`config.mk`:
```
export PLATFORM = sky130hd
export DESIGN_NAME = vts_lerp
export DESIGN_NICKNAME = d
export VERILOG_FILES = /design/src/design/vts_pkg.sv /design/src/design/vts_lerp.sv
export SDC_FILE = /design/constraint.sdc
export NUM_CORES = 1
export LEC_CHECK = 0
export ABC_AREA = 1
export ABC_CLOCK_PERIOD_IN_PS = 6400
export BUFFER_PORTS_ARGS = -buffer_cell sky130_fd_sc_hd__clkbuf_2
export CAP_MARGIN = 15
export CORE_MARGIN = 10
export CORE_UTILIZATION = 50
export CTS_CLUSTER_SIZE = 20
export DETAILED_ROUTE_END_ITERATION = 12
export PLACE_DENSITY_LB_ADDON = 0.1
export SYNTH_ARGS = -nofsm -noshare
export SYNTH_HDL_FRONTEND = slang
export SYNTH_SLANG_ARGS = --single-unit
```
`constraint.sdc`:
```
create_clock -name clk -period 6.4 [get_ports clk]
set_input_delay 1.28 -clock clk [delete_from_list [all_inputs] [get_ports clk]]
set_output_delay 1.28 -clock clk [all_outputs]
set_load 0.1 [all_outputs]
```
`src/design/vts_pkg.sv`:
```
// Shared types and constants for the trilinear volume sampler.
package vts_pkg;

  localparam int MAX_DIM_DEF   = 64;
  localparam int FRAC_BITS_DEF = 8;
  localparam int SIZE_W        = 7;
  localparam int SIZE_RESET    = 64;
  localparam int VAL_W         = 16;
  localparam int POS_W         = 16;
  localparam int OUT_DEPTH     = 16;
  localparam int CORNERS       = 8;
  localparam int CORNER_W      = 3;

  typedef enum logic [1:0] {
    ACT_WRITE = 2'd0,
    ACT_TRI   = 2'd1,
    ACT_NEAR  = 2'd2
  } action_t;

  typedef enum logic [1:0] {
    REG_SIZE_X = 2'd0,
    REG_SIZE_Y = 2'd1,
    REG_SIZE_Z = 2'd2
  } reg_idx_t;

  typedef enum logic [1:0] {
    LK_FIRST  = 2'd0,
    LK_SECOND = 2'd1,
    LK_PASS   = 2'd2
  } lerp_kind_t;

  typedef struct packed {
    logic       vld;
    lerp_kind_t kind;
  } lerp_ctl_t;

endpackage

```
`src/design/vts_lerp.sv`:
```
// Pipelined linear interpolation unit: one weighted operand per cycle, three stages.
module vts_lerp #(
  parameter int FRAC_BITS = vts_pkg::FRAC_BITS_DEF,
  parameter int TAG_W     = 1
) (
  input  logic                             clk,
  input  logic                             rst_n,
  input  vts_pkg::lerp_ctl_t               in_ctl,
  input  logic signed [vts_pkg::VAL_W-1:0] in_val,
  input  logic [FRAC_BITS-1:0]             in_frac,
  input  logic [TAG_W-1:0]                 in_tag,
  output logic                             out_vld,
  output logic signed [vts_pkg::VAL_W-1:0] out_val,
  output logic [TAG_W-1:0]                 out_tag
);
  import vts_pkg::*;

  localparam int W_W = FRAC_BITS + 2;
  localparam int P_W = VAL_W + W_W;
  localparam logic [W_W-1:0] ONE = W_W'(1) << FRAC_BITS;
  localparam logic signed [P_W-1:0] BIAS = P_W'((64'd1 << FRAC_BITS) - 64'd1);

  logic [W_W-1:0]          wgt;
  logic signed [P_W-1:0]   prod_nxt;

  logic                    s1_vld_r;
  lerp_kind_t              s1_kind_r;
  logic signed [P_W-1:0]   s1_prod_r;
  logic [TAG_W-1:0]        s1_tag_r;

  logic signed [P_W-1:0]   hold_r;
  logic signed [P_W-1:0]   addend;
  logic                    s2_vld_r;
  logic signed [P_W-1:0]   s2_sum_r;
  logic [TAG_W-1:0]        s2_tag_r;

  logic signed [P_W-1:0]   biased;
  logic signed [P_W-1:0]   quot;
  logic                    out_vld_r;
  logic signed [VAL_W-1:0] out_val_r;
  logic [TAG_W-1:0]        out_tag_r;

  // The first operand of a pair carries 1 - f, the second f; a pass-through
  // item is weighted by exactly one so it leaves unchanged.
  always_comb begin
    case (in_ctl.kind)
      LK_FIRST:  wgt = ONE - W_W'(in_frac);
      LK_SECOND: wgt = W_W'(in_frac);
      default:   wgt = ONE;
    endcase
  end

  assign prod_nxt = in_val * $signed(wgt);

  always_ff @(posedge clk) begin
    if (!rst_n) begin
      s1_vld_r  <= 1'b0;
      s2_vld_r  <= 1'b0;
      out_vld_r <= 1'b0;
    end else begin
      s1_vld_r  <= in_ctl.vld;
      s2_vld_r  <= s1_vld_r && (s1_kind_r != LK_FIRST);
      out_vld_r <= s2_vld_r;
    end
  end

  assign addend = (s1_kind_r == LK_PASS) ? P_W'(0) : hold_r;

  // Division by 2^F truncating toward zero.
  assign biased = s2_sum_r + (s2_sum_r[P_W-1] ? BIAS : P_W'(0));
  assign quot   = biased >>> FRAC_BITS;

  always_ff @(posedge clk) begin
    s1_kind_r <= in_ctl.kind;
    s1_prod_r <= prod_nxt;
    s1_tag_r  <= in_tag;
    if (s1_vld_r && (s1_kind_r == LK_FIRST)) begin
      hold_r <= s1_prod_r;
    end
    s2_sum_r  <= addend + s1_prod_r;
    s2_tag_r  <= s1_tag_r;
    out_val_r <= quot[VAL_W-1:0];
    out_tag_r <= s2_tag_r;
  end

  assign out_vld = out_vld_r;
  assign out_val = out_val_r;
  assign out_tag = out_tag_r;

endmodule

```
==> results of run 1 <==
-- power groups by stage --
stage | registers (mW) | logic [mW] | clock network [mW]
2_1_floorplan | 1.43 | 2.38 | 0
3_3_place_gp | 1.12 | 3.88 | 0
3_5_place_dp | 1.12 | 3.90 | 0
4_1_cts | 1.11 | 3.92 | 0.576
5_1_grt | 1.13 | 4.56 | 0.593
6_report | 1.11 | 4.01 | 0.559
-- per-layer routing --
| layer | track usage (%) | part of all wire [%] |
|---|---|---|
| met1 | 23.1 | 40 |
| met3 | 2.73 | 3.8 |
| met4 | 6.47 | 2.8 |
| met2 | 39.2 | 53 |
| met5 | 0 | 0 |
-- per-stage QoR --
stage / util (%) / setup TNS, ns / setup slack [ns] / cells / power [mW]
2_1_floorplan: - / 0 / 0.162 / 1535 / 3.81
3_3_place_gp: 55.8 / -0.455 / -0.165 / 1925 / 5.00
3_5_place_dp: 55.8 / -1.11 / -0.202 / 1925 / 5.02
4_1_cts: 57.3 / 0 / 0.166 / 1941 / 5.61
5_1_grt: 57.7 / -0.0460 / -0.0301 / 1941 / 6.28
6_report: 57.7 / 0 / 0.277 / 1941 / 5.68
-- cells by family (layout without fill, tap and decap cells) --
| kind of cell | after synthesis | count (layout) | synth area share (%) |
|---|---|---|---|
| compound gates | 86 | 86 | 4.38 |
| xor+xnor | 29 | 29 | 2.29 |
| fa+ha+maj | 213 | 213 | 32.4 |
| buf+inv | 364 | 490 | 12.5 |
| flops | 101 | 101 | 20.6 |
| simple gates | 742 | 742 | 27.8 |
-- critical path, cell delays in order --
cell,delay [ns]
sky130_fd_sc_hd__clkbuf_2,0.11
sky130_fd_sc_hd__inv_2,0.05
sky130_fd_sc_hd__ha_1,0.21
sky130_fd_sc_hd__nand3_1,0.13
sky130_fd_sc_hd__nor2_1,0.07
sky130_fd_sc_hd__o21ai_0,0.14
sky130_fd_sc_hd__nand3_1,0.09
sky130_fd_sc_hd__buf_4,0.18
sky130_fd_sc_hd__inv_1,0.10
sky130_fd_sc_hd__nand2_1,0.08
sky130_fd_sc_hd__fa_1,0.50
sky130_fd_sc_hd__fa_1,0.49
sky130_fd_sc_hd__inv_1,0.05
sky130_fd_sc_hd__fa_1,0.50
sky130_fd_sc_hd__fa_1,0.55
sky130_fd_sc_hd__inv_1,0.06
sky130_fd_sc_hd__fa_1,0.53
sky130_fd_sc_hd__inv_1,0.04
sky130_fd_sc_hd__ha_1,0.35
sky130_fd_sc_hd__nand2_1,0.14
sky130_fd_sc_hd__nor2_2,0.14
sky130_fd_sc_hd__nand2_1,0.07
sky130_fd_sc_hd__nand3b_1,0.16
sky130_fd_sc_hd__nand2_1,0.07
sky130_fd_sc_hd__nand2_1,0.07
sky130_fd_sc_hd__xor2_1,0.23
-- layout by cell type (no fill, tap or decap), types with 4 or more instances in the layout --
master	instances
sky130_fd_sc_hd__o21bai_1	6
sky130_fd_sc_hd__a21oi_1	44
sky130_fd_sc_hd__buf_4	75
sky130_fd_sc_hd__xnor2_1	6
sky130_fd_sc_hd__nand2_2	8
sky130_fd_sc_hd__nor2_2	10
sky130_fd_sc_hd__ha_1	88
sky130_fd_sc_hd__xor2_1	23
sky130_fd_sc_hd__and2_1	6
sky130_fd_sc_hd__clkbuf_16	9
sky130_fd_sc_hd__nand3_1	78
sky130_fd_sc_hd__inv_2	6
sky130_fd_sc_hd__o21ai_0	21
sky130_fd_sc_hd__nand4_1	26
sky130_fd_sc_hd__nand3_2	4
sky130_fd_sc_hd__edfxtp_1	26
sky130_fd_sc_hd__nor3_1	10
sky130_fd_sc_hd__nand2_1	401
sky130_fd_sc_hd__clkbuf_2	47
sky130_fd_sc_hd__nor2_1	180
sky130_fd_sc_hd__inv_1	345
sky130_fd_sc_hd__fa_1	123
sky130_fd_sc_hd__dfxtp_1	75
sky130_fd_sc_hd__nand3b_1	9
-- worst paths after layout --
path | startpoint | end | slack, ns | cells past startpoint
worst min register to register | s1_tag_r$_DFF_P_ | s2_tag_r$_DFF_P_ | 0.33 | 0
worst min-delay path | s1_tag_r$_DFF_P_ | s2_tag_r$_DFF_P_ | 0.33 | 0
worst max register to register | s1_kind_r[0]$_DFF_P_ | s2_sum_r[16]$_DFF_P_ | 3.77 | 14
worst max-delay path | in_frac[0] | s1_prod_r[12]$_DFF_P_ | 0.28 | 26
-- repair_timing --
action	in CTS	in global routing
resized for setup	0	22
setup endpoints to repair	0	10
setup buffers	0	0
-- layout make-up --
type | instances | share of cell area, %
Clock inverter | 7 | 0.726
Clock buffer | 9 | 1.79
Tap cell | 280 | 2.78
Timing Repair Buffer | 123 | 6.50
Inverter | 351 | 10.5
Sequential cell | 101 | 18.1
Multi-Input combinational cell | 1070 | 59.6
-- state kept, by name, summed over array words and instances, names as in the netlist, 2 cells and up --
signal and flops:
hold_r 26, s1_prod_r 26, s2_sum_r 25, out_val 16, s1_kind_r 2
==> run summary, run 1 <==
The total area of sequential cells came out at 2280 µm². The number of port buffers is 47. The internal power of the cells totals 2.66 mW.

The routed layout has 9,647 vias. The final period utilization came out at 95.7%. The area used by multi-input combinational logic is 7500 µm². Once placement finished, the instance area stood at 12,200 µm². The total number of yosys warnings is 0. The count of pins over their slew limit is 0. The first TritonRoute pass finished after 4 iterations. The average size of a mapped cell is 7.22 µm². The finished layout cell area is 12,600 µm². In the post-synthesis netlist, the biggest area contributors are sky130_fd_sc_hd__fa_1, sky130_fd_sc_hd__nand2_1, sky130_fd_sc_hd__dfxtp_1, sky130_fd_sc_hd__inv_1, sky130_fd_sc_hd__ha_1. The number of buffers inserted for hold repair after clock tree synthesis came out at 0. The starting utilization of the core area came out at 50.8%.

The static leakage is 7.12 nW. STA classifies the critical path endpoint as a flop. The achievable clock frequency is 163 MHz.

Entering global routing, the biggest net connects 27 pins. The worst voltage drop across the vdd grid is 201 µV. The remaining number of nets flagged by the antenna check after routing is 0. The signed area change from the synthesized netlist to the final layout came out at 13.6%.

The final routed wirelength across all metal layers is 28,300 µm. The cell area that synthesis handed to floorplanning was 11,100 µm². The clock network burns 9.8% of the power. The power share of the sequential group is 19.5%. The number of antenna violations at the first check in global routing came out at 0. After detailed routing, the average wire length per cell comes to 14.6 µm. The clock tree from TritonCTS is done.

The area share of the leading cell type in the synthesized netlist came out at 22.2%. The count of endpoints failing hold in the final timing report is 0. The commonest cells after synthesis are sky130_fd_sc_hd__nand2_1, sky130_fd_sc_hd__inv_1, sky130_fd_sc_hd__nor2_1.

By startpoint and endpoint, the worst setup path is classified as input pin to flop. The via count of the first global-routing pass is 9,825. The unique cell type count in the Yosys netlist is 39. The number of synthesized flops with an enable pin came out at 26. The clock sink count is 101. The combinational share of power is 70.6%. Final hold analysis gives a worst-case slack of 0.331 ns. STA classifies the critical path startpoint as an input pin. The number of fill cells came out at 2,161. The largest clock skew in the final design is 0.0116 ns. Of all cell types, the one taking the most synthesized area is sky130_fd_sc_hd__fa_1. Setup repair after global routing could not meet its margin everywhere. The worst endpoint data arrival time came out at 6.38 ns. Cells with a size suffix above 1 make up 10.8% of the layout. The flip-flop and latch count after synthesis came out at 101. After the last flow step, the layout net total stands at 1,899. The residual overflow from global routing is 0.

In this run the horizontal extent of the chip is 169 µm. In the routed design, unresolved DRC markers number 0. Net switching is 53.2% of the power. The number of setup violations in the final report came out at 0. The DRC violation total after the first TritonRoute iteration is 483. The count of max-cap constraint violations came out at 0.

The maximum clock insertion buffer count came out at 2. The height of the die is 169 µm. The via density per instance came out at 4.97. The site row count came out at 54. The H-tree depth came out at 3. In this run, CTS created clock tree buffers numbering 9. The run finished with clean final reports. The post-layout minimum cycle time came out at 6.12 ns. sky130_fd_sc_hd__nand2_1 is the most common cell in the netlist.

The maximum fanout along the worst path came out at 10. The actual transition at the worst max-transition pin is 0.720 ns. The sum of net half-perimeters after detailed placement is 24,700 µm. The switching power total came out at 3.02 mW. The clock root buffer is sky130_fd_sc_hd__clkbuf_16.

The clock transition time at the flip-flop clock pins of the worst setup and hold paths came out at 0.08 ns. The I/O pin count came out at 48. The clock reaches the later pin of the worst-skew pair after 0.35 ns. The power density of the placed cells came out at 451 nW/µm². Among all flip-flop cells after synthesis, the most frequent one is sky130_fd_sc_hd__dfxtp_1. The proportion of synthesized chip area in sequential cells came out at 20.6%. In the synthesized netlist the async set-or-reset flop fraction comes to 0%. The total die area came out at 28,500 µm². The synthesized netlist cell count is 1,535.

The count of antenna diodes in the layout came out at 0. The worst pin sits at a relative slew slack of 51.8%. The global-route wire length before repair is 47,800 µm. Synthesis produced a netlist with a net count of 1,778. The core region is 21,800 µm². The final RePlAce weighted congestion came out at 0.967. The tightest min-delay check is of the flop to flop type.

The overall global routing resource usage came out at 20.6%. The data required time at the worst endpoint came out at 6.66 ns.
Note: power is estimated with default switching activity, not from simulation.
==> inputs of run 2 (changes only) <==
- CORE_UTILIZATION: 50 -> 41
==> run 2 against run 1 <==
Non-clock buffer count is 26 higher. Register-to-register slack lost 0.05 ns. Critical path depth down 2. First-iteration DRC count fell by 10%. Clock power is 7.3% lower. Worst setup slack worse by 0.029 ns. Utilization shrank 9.5 points. Maximum frequency is 0.47% lower. Largest cell class unchanged.
==> run summary, run 2 (synthesis results as in run 1) <==
Outcome: finished, final reports clean (unchanged). The overall global routing resource usage came to 18.3% (was 20.6%). The critical-path cell with the highest stage delay was sky130_fd_sc_hd__fa_1 (unchanged). The signed area change from the synthesized netlist to the final layout was 16.6% (was 13.6%). The starting utilization of the core area came out at 41.3% (was 50.8%). The clock transition time at the flip-flop clock pins of the worst setup and hold paths is 0.07 ns (was 0.08 ns).

The count of vias placed by the detailed router came out at 9,759 (was 9,647). The ratio of cells with drive above 1 in the final layout came out at 13.0% (was 10.8%). The static leakage came out at 7.24 nW (was 7.12 nW). The most common cell after layout, fill and taps aside is sky130_fd_sc_hd__nand2_1 (unchanged). The remaining number of nets flagged by the antenna check after routing came out at 0 (unchanged). The total die area was 34,000 µm² (was 28,500 µm²). The sort of element at the end of the critical path is a flop (unchanged).

The count of max-cap constraint violations came out at 0 (unchanged). Commonest cells after routing, fill and taps aside: sky130_fd_sc_hd__nand2_1, sky130_fd_sc_hd__inv_1, sky130_fd_sc_hd__nor2_1, sky130_fd_sc_hd__fa_1, sky130_fd_sc_hd__buf_4 (was sky130_fd_sc_hd__nand2_1, sky130_fd_sc_hd__inv_1, sky130_fd_sc_hd__nor2_1, sky130_fd_sc_hd__fa_1, sky130_fd_sc_hd__ha_1). The actual transition at the worst max-transition pin came out at 0.778 ns (was 0.720 ns).

The final standard cell utilization of the core was 48.2% (was 57.7%). The worst endpoint data arrival time came out at 6.40 ns (was 6.38 ns). The final net count came out at 1,925 (was 1,899). The achievable clock frequency came out at 163 MHz (about the same). The residual overflow from global routing was 0 (unchanged). The final RePlAce weighted congestion is 0.912 (was 0.967). The global-route track usage on met1 came out at 23.6% (was 23.1%). The count of endpoints failing hold in the final timing report came out at 0 (unchanged).

The worst hold margin was 0.330 ns (was 0.331 ns). The largest clock skew in the final design came out at 0.00961 ns (was 0.0116 ns). The count of antenna diodes in the layout came out at 0 (unchanged). Largest registers: hold_r: 26 flops, s1_prod_r: 26 flops, s2_sum_r: 25 flops (unchanged). The clock sink count is 101 (unchanged). The number of antenna violations at the first check in global routing came out at 0 (unchanged). The worst min-delay path class is flop to flop (unchanged). Setup repair after global routing missed its margin: true (unchanged).

The kind of start point of the critical path is an input pin (unchanged). The later-pin clock latency in the skew report came out at 0.35 ns (about the same). The total CTS buffers came out at 9 (unchanged). The number of port buffers came out at 47 (unchanged).

The site row count is 60 (was 54). The count of pins over their slew limit came out at 0 (unchanged). The I/O pin count is 48 (unchanged). The number of fill cells is 2,753 (was 2,161). The H-tree depth is 3 (unchanged). The finished layout cell area was 12,900 µm² (was 12,600 µm²). The data required time at the worst endpoint came to 6.65 ns (was 6.66 ns). The delay of the slowest cell on the worst path was 0.55 ns (about the same). The worst voltage drop across the vdd grid came to 189 µV (was 201 µV). The clock tree from TritonCTS is done (unchanged).

The sum of internal, switching and leakage power is 5.83 mW (was 5.68 mW). The fraction of met3 tracks used by global routing is 2.07% (was 2.73%). The number of setup violations in the final report came to 0 (unchanged). The final period utilization is 96.1% (was 95.7%).

The maximum clock insertion buffer count is 2 (unchanged). The final instance count without filler cells is 2,028 (was 1,941). The most repeated library cell on the critical path is sky130_fd_sc_hd__fa_1. The DRC violation total after the first TritonRoute iteration came to 434 (was 483). The via count of the first global-routing pass came out at 9,872 (was 9,825).

The maximum number of pins on one net before global-route repair is 27 (unchanged). The type of the worst setup path is input pin to flop (unchanged). The sum of net half-perimeters after detailed placement was 25,900 µm (was 24,700 µm).

The instance count after placement with tap cells included is 2,006 (was 1,925). The maximum fanout along the worst path was 8 (was 10). The post-layout minimum cycle time is 6.15 ns (was 6.12 ns). The remaining max-slew budget at the tightest pin is 48.0% (was 51.8%). The per-cell routed wire length was 14.7 µm (was 14.6 µm). The first-pass detailed-route iteration total was 7 (was 4).

The fraction of met2 tracks used by global routing is 32.2% (was 39.2%). The placed instance area was 12,400 µm² (was 12,200 µm²). The power density of the placed cells is 451 nW/µm² (about the same). The via density per instance was 4.81 (was 4.97).

The width of the chip is 184 µm (was 169 µm). The global-route wire length before repair is 49,900 µm (was 47,800 µm). The final routed DRC violation total came to 0 (unchanged). The final routed wirelength across all metal layers came out at 29,700 µm (was 28,300 µm). The clock root buffer is sky130_fd_sc_hd__clkbuf_16 (unchanged). The global-route layer with the greatest usage is met2 (unchanged). The placeable core region came to 26,800 µm² (was 21,800 µm²). The height of the die came to 184 µm (was 169 µm). The signal on the critical path passes through clkbuf_2 -> inv_1 -> ha_2 -> nand3_2 -> buf_4 -> nand3_1 -> nand3_2 -> buf_4 -> nor2_1 -> fa_1 -> fa_1 -> fa_1 -> fa_1 -> inv_1 -> fa_1 -> inv_1 -> ha_2 -> nand2_1 -> nor2_1 -> inv_1 -> nor2_1 -> nand4_1 -> nand4_1 -> nand2_1.
run 2: changes by cell type in the layout (fill, tap and decap cells not counted), moves of 3 or more:
cell	previous run	this run
sky130_fd_sc_hd__buf_12	1	4
sky130_fd_sc_hd__nand3_1	78	74
sky130_fd_sc_hd__buf_4	75	96
sky130_fd_sc_hd__a21oi_2	2	5
sky130_fd_sc_hd__ha_1	88	84
sky130_fd_sc_hd__inv_1	345	342
sky130_fd_sc_hd__nor2_2	10	13
sky130_fd_sc_hd__a21oi_1	44	41
sky130_fd_sc_hd__nand3_2	4	8
sky130_fd_sc_hd__clkinv_8	3	0
run 2: area by class of cell:
class                           instances  area, µm²  share of cell area (%)
Clock buffer                           10        229                    1.77
Multi-Input combinational cell       1070       7560                    58.5
Sequential cell                       101       2280                    17.7
Inverter                              351       1320                    10.2
Tap cell                              341        427                    3.30
Clock inverter                          6       43.8                   0.339
Timing Repair Buffer                  149       1050                    8.16
run 2: report_power, final:
| part | switching [mW] | internal [mW] |
|---|---|---|
| Combinational | 2.61 | 1.60 |
| Sequential | 0.175 | 0.927 |
| Clock | 0.251 | 0.267 |
| Total | 3.04 | 2.79 |
run 2: through the flow:
step / setup slack [ns] / TNS, ns
finish: 0.248 / 0
global route: -0.0429 / -0.0720
CTS: 0.0351 / 0
detailed placement: -0.322 / -2.29
global placement: -0.316 / -2.24
floorplan: 0.162 / 0
run 2: final timing paths:
check | to | slack (ns) | depth (start not counted) | start
min reg2reg | out_tag$_DFF_P_ | 0.33 | 0 | s2_tag_r$_DFF_P_
max | s1_prod_r[20]$_DFF_P_ | 0.25 | 24 | in_frac[1]
max reg2reg | s2_sum_r[14]$_DFF_P_ | 3.72 | 14 | s1_kind_r[0]$_DFF_P_
min | out_tag$_DFF_P_ | 0.33 | 0 | s2_tag_r$_DFF_P_
run 2: worst max-delay path: cells and delay by family:
kind,cells,cell delay (ns)
adders and majority gates,7,3.12
buffers and inverters,7,0.70
and+or+nand+nor,10,1.28
run 2: metal layers:
metal  part of all wire [%]  vias to the layer above  routed length, µm
met1                     46                     4604              13600
met3                    3.8                       30               1140
met4                    1.4                        0                427
li1                       -                     4932                  -
met5                      0                        -                  0
met2                     49                      193              14600
run 2: timing repair:
item / CTS / global route
endpoints found under the setup margin: 0 / 16
setup buffers: 0 / 6
resized for setup: 0 / 39
hold buffers: 0 / 0
